### config.mk
export PLATFORM = sky130hd
export DESIGN_NAME = insertion_sorter
export DESIGN_NICKNAME = d
export VERILOG_FILES = /design/src/rtl/core/isort_pkg.sv /design/src/rtl/core/insertion_sorter.sv /design/src/rtl/core/isort_cell.sv
export SDC_FILE = /design/constraint.sdc
export NUM_CORES = 2
export LEC_CHECK = 0
export BUFFER_PORTS_ARGS = -buffer_cell sky130_fd_sc_hd__buf_2
export CELL_PAD_IN_SITES_DETAIL_PLACEMENT = 0
export CELL_PAD_IN_SITES_GLOBAL_PLACEMENT = 1
export CORE_MARGIN = 5
export CORE_UTILIZATION = 46
export DETAILED_ROUTE_END_ITERATION = 8
export MAX_ROUTING_LAYER = met4
export PLACE_DENSITY_LB_ADDON = 0.1
export SLEW_MARGIN = 30
export SYNTH_ARGS = -nofsm -noshare
export SYNTH_HDL_FRONTEND = slang
export SYNTH_HIERARCHICAL = 1
export SYNTH_SLANG_ARGS = --single-unit
### constraint.sdc
create_clock -name clk -period 4 [get_ports clk]
set_input_delay 0.8 -clock clk [delete_from_list [all_inputs] [get_ports clk]]
set_output_delay 0.8 -clock clk [all_outputs]
set_load 0.1 [all_outputs]
### src/rtl/core/isort_pkg.sv
// ----------------------------------------------------------------------------
// isort_pkg : shared types and constants of the insertion sorter
// Key width, default store depth and the control word broadcast to the cells.
// ----------------------------------------------------------------------------
package isort_pkg;

    localparam int ISORT_KEY_W = 64;
    localparam int ISORT_DEPTH = 8;

    typedef logic [ISORT_KEY_W-1:0] key_t;

    // broadcast to every cell each cycle
    typedef struct packed {
        logic insert;   // place the broadcast key into the row
        logic pop;      // shift the row down by one (cell 0 leaves)
    } cell_ctrl_t;

endpackage

### src/rtl/core/insertion_sorter.sv
// ----------------------------------------------------------------------------
// insertion_sorter : stable insertion sort of short text keys
// A row of compare-and-shift cells keeps the stored keys in ascending order;
// the word flagged last starts a run that streams the sorted set out.
// ----------------------------------------------------------------------------
//  channel | dir | tdata        | tlast      | tuser
//  s_*     | in  | key_text     | last_key   | -
//  m_*     | out | sorted_key   | end_of_run | overflowed
//
//  Fill: one key accepted per cycle; every cell compares in parallel.
//  Run: one sorted key per cycle from cell 0 while m_tready is high, the row
//  shifting down on each pop; s_tready is low for the whole run.
//  Keys arriving with the row full are dropped and flagged on the run.
//  Reset empties the row at once; m_tready low simply holds the run.
// ----------------------------------------------------------------------------
module insertion_sorter #(
    parameter int SORT_DEPTH = isort_pkg::ISORT_DEPTH
) (
    input  logic                   clk,
    input  logic                   rst_n,
    input  logic                   s_tvalid,
    output logic                   s_tready,
    input  isort_pkg::key_t        s_tdata,    // [63:0] key_text
    input  logic                   s_tlast,    // last_key
    output logic                   m_tvalid,
    input  logic                   m_tready,
    output isort_pkg::key_t        m_tdata,    // [63:0] sorted_key
    output logic                   m_tlast,    // end_of_run
    output logic                   m_tuser     // [0] overflowed
);
    import isort_pkg::*;

    key_t                  cell_key [SORT_DEPTH];
    logic [SORT_DEPTH-1:0] cell_valid;
    logic [SORT_DEPTH-1:0] cell_greater;
    cell_ctrl_t            ctrl;

    logic draining_reg;
    logic draining_next;
    logic dropped_reg;
    logic dropped_next;
    logic in_accept;
    logic out_accept;
    logic full;

    assign full       = cell_valid[SORT_DEPTH-1];
    assign s_tready   = !draining_reg;
    assign in_accept  = s_tvalid && s_tready;
    assign m_tvalid   = draining_reg;
    assign out_accept = m_tvalid && m_tready;

    assign ctrl.insert = in_accept && !full;
    assign ctrl.pop    = out_accept;

    genvar gi;
    generate
        for (gi = 0; gi < SORT_DEPTH; gi++)
        begin : g_cell
            key_t prev_key;
            logic prev_valid;
            logic prev_greater;
            key_t next_key;
            logic next_valid;

            if (gi == 0)
            begin : g_first
                assign prev_key     = s_tdata;
                assign prev_valid   = 1'b1;
                assign prev_greater = 1'b0;
            end
            else
            begin : g_mid
                assign prev_key     = cell_key[gi-1];
                assign prev_valid   = cell_valid[gi-1];
                assign prev_greater = cell_greater[gi-1];
            end

            if (gi == SORT_DEPTH-1)
            begin : g_top
                assign next_key   = '0;
                assign next_valid = 1'b0;
            end
            else
            begin : g_low
                assign next_key   = cell_key[gi+1];
                assign next_valid = cell_valid[gi+1];
            end

            isort_cell u_cell (
                .clk          (clk),
                .rst_n        (rst_n),
                .ctrl         (ctrl),
                .new_key      (s_tdata),
                .prev_key     (prev_key),
                .prev_valid   (prev_valid),
                .prev_greater (prev_greater),
                .next_key     (next_key),
                .next_valid   (next_valid),
                .key          (cell_key[gi]),
                .valid        (cell_valid[gi]),
                .greater      (cell_greater[gi])
            );
        end
    endgenerate

    assign m_tdata = cell_key[0];
    assign m_tlast = !cell_valid[1];
    assign m_tuser = dropped_reg;

    always_comb
    begin
        draining_next = draining_reg;
        dropped_next  = dropped_reg;
        priority if (out_accept && m_tlast)
        begin
            draining_next = 1'b0;
            dropped_next  = 1'b0;
        end
        else if (in_accept)
        begin
            dropped_next  = dropped_reg || full;
            draining_next = s_tlast;
        end
    end

    always_ff @(posedge clk or negedge rst_n)
    begin
        if (!rst_n)
        begin
            draining_reg <= 1'b0;
            dropped_reg  <= 1'b0;
        end
        else
        begin
            draining_reg <= draining_next;
            dropped_reg  <= dropped_next;
        end
    end

    // a run never shows an empty cell 0
    a_run_has_key : assert property (@(posedge clk) disable iff (!rst_n)
        draining_reg |-> cell_valid[0])
        else $error("run active with empty row");

    // occupied cells always form a prefix of the row
    a_valid_prefix : assert property (@(posedge clk) disable iff (!rst_n)
        ((cell_valid >> 1) & ~cell_valid) == '0)
        else $error("gap in occupied cells");

    // the final word of a run ends it and leaves the row empty
    a_run_ends : assert property (@(posedge clk) disable iff (!rst_n)
        (out_accept && m_tlast) |=> (!draining_reg && cell_valid == '0 && !dropped_reg))
        else $error("run did not close cleanly");

    // a last key always starts a run
    a_last_starts : assert property (@(posedge clk) disable iff (!rst_n)
        (in_accept && s_tlast) |=> draining_reg)
        else $error("last key did not start a run");

endmodule

### src/rtl/core/isort_cell.sv
// ----------------------------------------------------------------------------
// isort_cell : one slot of the sorting row
// Holds one key and its valid bit; on insert it either keeps its key, takes
// the broadcast key or takes its lower neighbour's key; on pop it takes its
// upper neighbour's key.
// ----------------------------------------------------------------------------
module isort_cell (
    input  logic                   clk,
    input  logic                   rst_n,
    input  isort_pkg::cell_ctrl_t  ctrl,
    input  isort_pkg::key_t        new_key,
    input  isort_pkg::key_t        prev_key,
    input  logic                   prev_valid,
    input  logic                   prev_greater,
    input  isort_pkg::key_t        next_key,
    input  logic                   next_valid,
    output isort_pkg::key_t        key,
    output logic                   valid,
    output logic                   greater
);
    import isort_pkg::*;

    key_t key_reg;
    key_t key_next;
    logic valid_reg;
    logic valid_next;
    logic take;

    // strictly greater only, so equal keys keep arrival order
    assign greater = valid_reg && (new_key < key_reg);
    // first empty slot also takes part in an insert
    assign take    = greater || (!valid_reg && prev_valid);

    always_comb
    begin
        key_next   = key_reg;
        valid_next = valid_reg;
        priority if (ctrl.pop)
        begin
            key_next   = next_key;
            valid_next = next_valid;
        end
        else if (ctrl.insert && take)
        begin
            key_next   = prev_greater ? prev_key : new_key;
            valid_next = 1'b1;
        end
    end

    always_ff @(posedge clk or negedge rst_n)
    begin
        if (!rst_n)
        begin
            valid_reg <= 1'b0;
        end
        else
        begin
            valid_reg <= valid_next;
        end
    end

    always_ff @(posedge clk)
    begin
        key_reg <= key_next;
    end

    assign key   = key_reg;
    assign valid = valid_reg;

endmodule

==> impl_metrics.toml <==
[drt]
drtPass1Iterations = 7
wl_met3_um = 5428
ant_nets = 0
routed_wl_um = 117200
dr_wl_met2_um = 52520
drc_errors = 0
vias_per_cell = 5.453
vias = 30633
wl_met1_um = 56970
wl_per_cell_um = 20.87
highest_layer = "met4"
first_iter_violations = 1990

[global_routing]
grt_pass1_wl_um = 180500
overflow = 0
grt_start_max_net_pins = 173
antenna_found_initial = 4
grt_pass1_vias = 29794
grt_usage = 0.2595

[timing]
finalHoldViolations = 0
relSlewSlack = 0.4500
rsz0062_at_grt = "false"
fin_crit_sh = 0.9265
setup_viol = 0
tns_ns = 0
tightest_slew_ns = 0.8250
max_freq_mhz = 269.8
slew_viol_final = 0
period_minus_slack_ns = 3.706
clock_skew_ns = 0.03165

[synth]
synthesis.area_um2 = 39610
yosysWarnings = 6
syn_avg_cell_area_um2 = 9.660
syn_inst = 4100

[power]
p_per_area_nw_per_um2 = 708.1
total_power_uw = 32360
power.leakage_uw = 0.01969
irDropWorstVdd_v = 0.0004919

[clocking]
post_cts_buffers = 0
clock-sinks = 522
clockBufferDepth = 3
tritoncts = "yes"
cts_repair_resize_count = 0
cts_buffers = 69
cts.hold.buffers_added = 0
cts_root_buf = "clkbuf_16"
h-tree-depth = 3
cts.clk_slew.worst_paths_ns = 0.06
clkLatencyLatePin_ns = 0.61

[critical_path]
endpoint_kind = "flip-flop"
crit_path_start = "s_tdata[62]"
critPathKind = "in2reg"
max_stage_delay_ns = 0.60
slowest_stage = "nor4_4"
required_ns = 4.32
reg2reg_from = "g_cell[3].u_cell/key[1]"
crit_path_cell_trace = "buf_2, buf_4, buf_4, ha_1, nand4_2, nor4_4, nand4_2, nor4_2, a21oi_1, and2_4, buf_12, mux2i_1, o21ai_0"
crit_fanout = 14
cp.arrival_ns = 4.02
start_kind = "primary input"

[floorplan]
die_h_um = 303.4
fp.dieArea_um2 = 92070
io_pins = 137
coreArea_um2 = 85280
dieWidth_um = 303.4
initial_core_util = 0.4644
rows = 107

[final_layout]
synthToLayoutAreaGrowth_pct = 15.37
design_area_um2 = 45700
final_util = 0.5358
layout.nets = 4996
layout-drive-gt1-share = 0.1197
largest_reg_flops = 512

[place]
numPortBuffers = 136
place_congestion = 0.8576
placed_area_um2 = 43690
dp_hpwl_um = 87280

[hold_path]
hp-class = "in2async"

[outcome]
status = "completed"

[run]
cap_violations = 0
==> worst max-delay path, delay by kind of cell <==
| kind | cells | cell delay (ns) |
|---|---|---|
| and+or+nand+nor | 5 | 1.67 |
| buffers and inverters | 4 | 0.68 |
| adders and majority gates | 1 | 0.35 |
| AOI/OAI and AO/OA | 2 | 0.33 |
| muxes | 1 | 0.17 |
==> where the power goes <==
part | leakage [µW] | internal [µW] | switching [µW] | total [µW]
Combinational | 0.0138 | 5620 | 9860 | 15500
Sequential | 0.00495 | 9300 | 1860 | 11200
Clock | 0.000971 | 3260 | 2460 | 5720
Total | 0.0197 | 18200 | 14200 | 32400
==> final cells by class <==
cell class / instances / area (µm²)
fill: 7980 / 39580
multi-input combinational: 2938 / 21620
sequential: 522 / 15630
timing repair buffer: 354 / 2993
inverter: 538 / 2019
clock buffer: 96 / 1869
tap: 1144 / 1431
clock inverter: 23 / 130.1
antenna: 3 / 7.507
==> routing by layer <==
layer / vias up / global-route usage
met2: 615 / 0.3998
met3: 134 / 0.02975
li1: 15317 / -
met4: 0 / 0.05618
met1: 14567 / 0.3725
met5: - / -
==> metrics by stage <==
step / setup slack (ns) / hold WS [ns] / cells
detailed placement: -0.3136 / 0.5133 / 5496
floorplan: 0.07066 / 0.5044 / 4166
finish: 0.2940 / 0.05709 / 5618
CTS: 0.3130 / 0.02000 / 5615
global route: 0.2175 / 0.04751 / 5617
global placement: -0.3446 / 0.5019 / 5496
==> layout by cell type (no fill, tap or decap), types with 9 or more instances in the layout <==
cell type	instances
clkbuf_1	24
a21oi_1	201
nor3_1	16
nand4_2	40
nor4_4	16
and4_1	24
o21ai_0	616
inv_1	538
nor2b_1	9
a211oi_1	16
edfxtp_1	512
a2111oi_0	16
conb_1	68
buf_4	164
clkinv_1	11
buf_12	54
ha_1	504
dfrtp_1	10
buf_2	136
nor2_1	24
clkbuf_16	70
nand3_1	24
nand4_1	40
nand2_1	664
mux2i_1	512
a221oi_1	24
==> worst paths after layout <==
path,end,slack [ns],depth (start not counted)
min,g_cell[5].u_cell/valid,0.06,1
max reg2reg,g_cell[4].u_cell/key[24],0.54,11
max in group asynchronous,g_cell[3].u_cell/valid,3.73,1
min in group clk,m_tvalid,0.46,2
min reg2reg,m_tuser,0.52,1
max,g_cell[5].u_cell/key[61],0.29,13
Power figures use the tool's default switching activity.
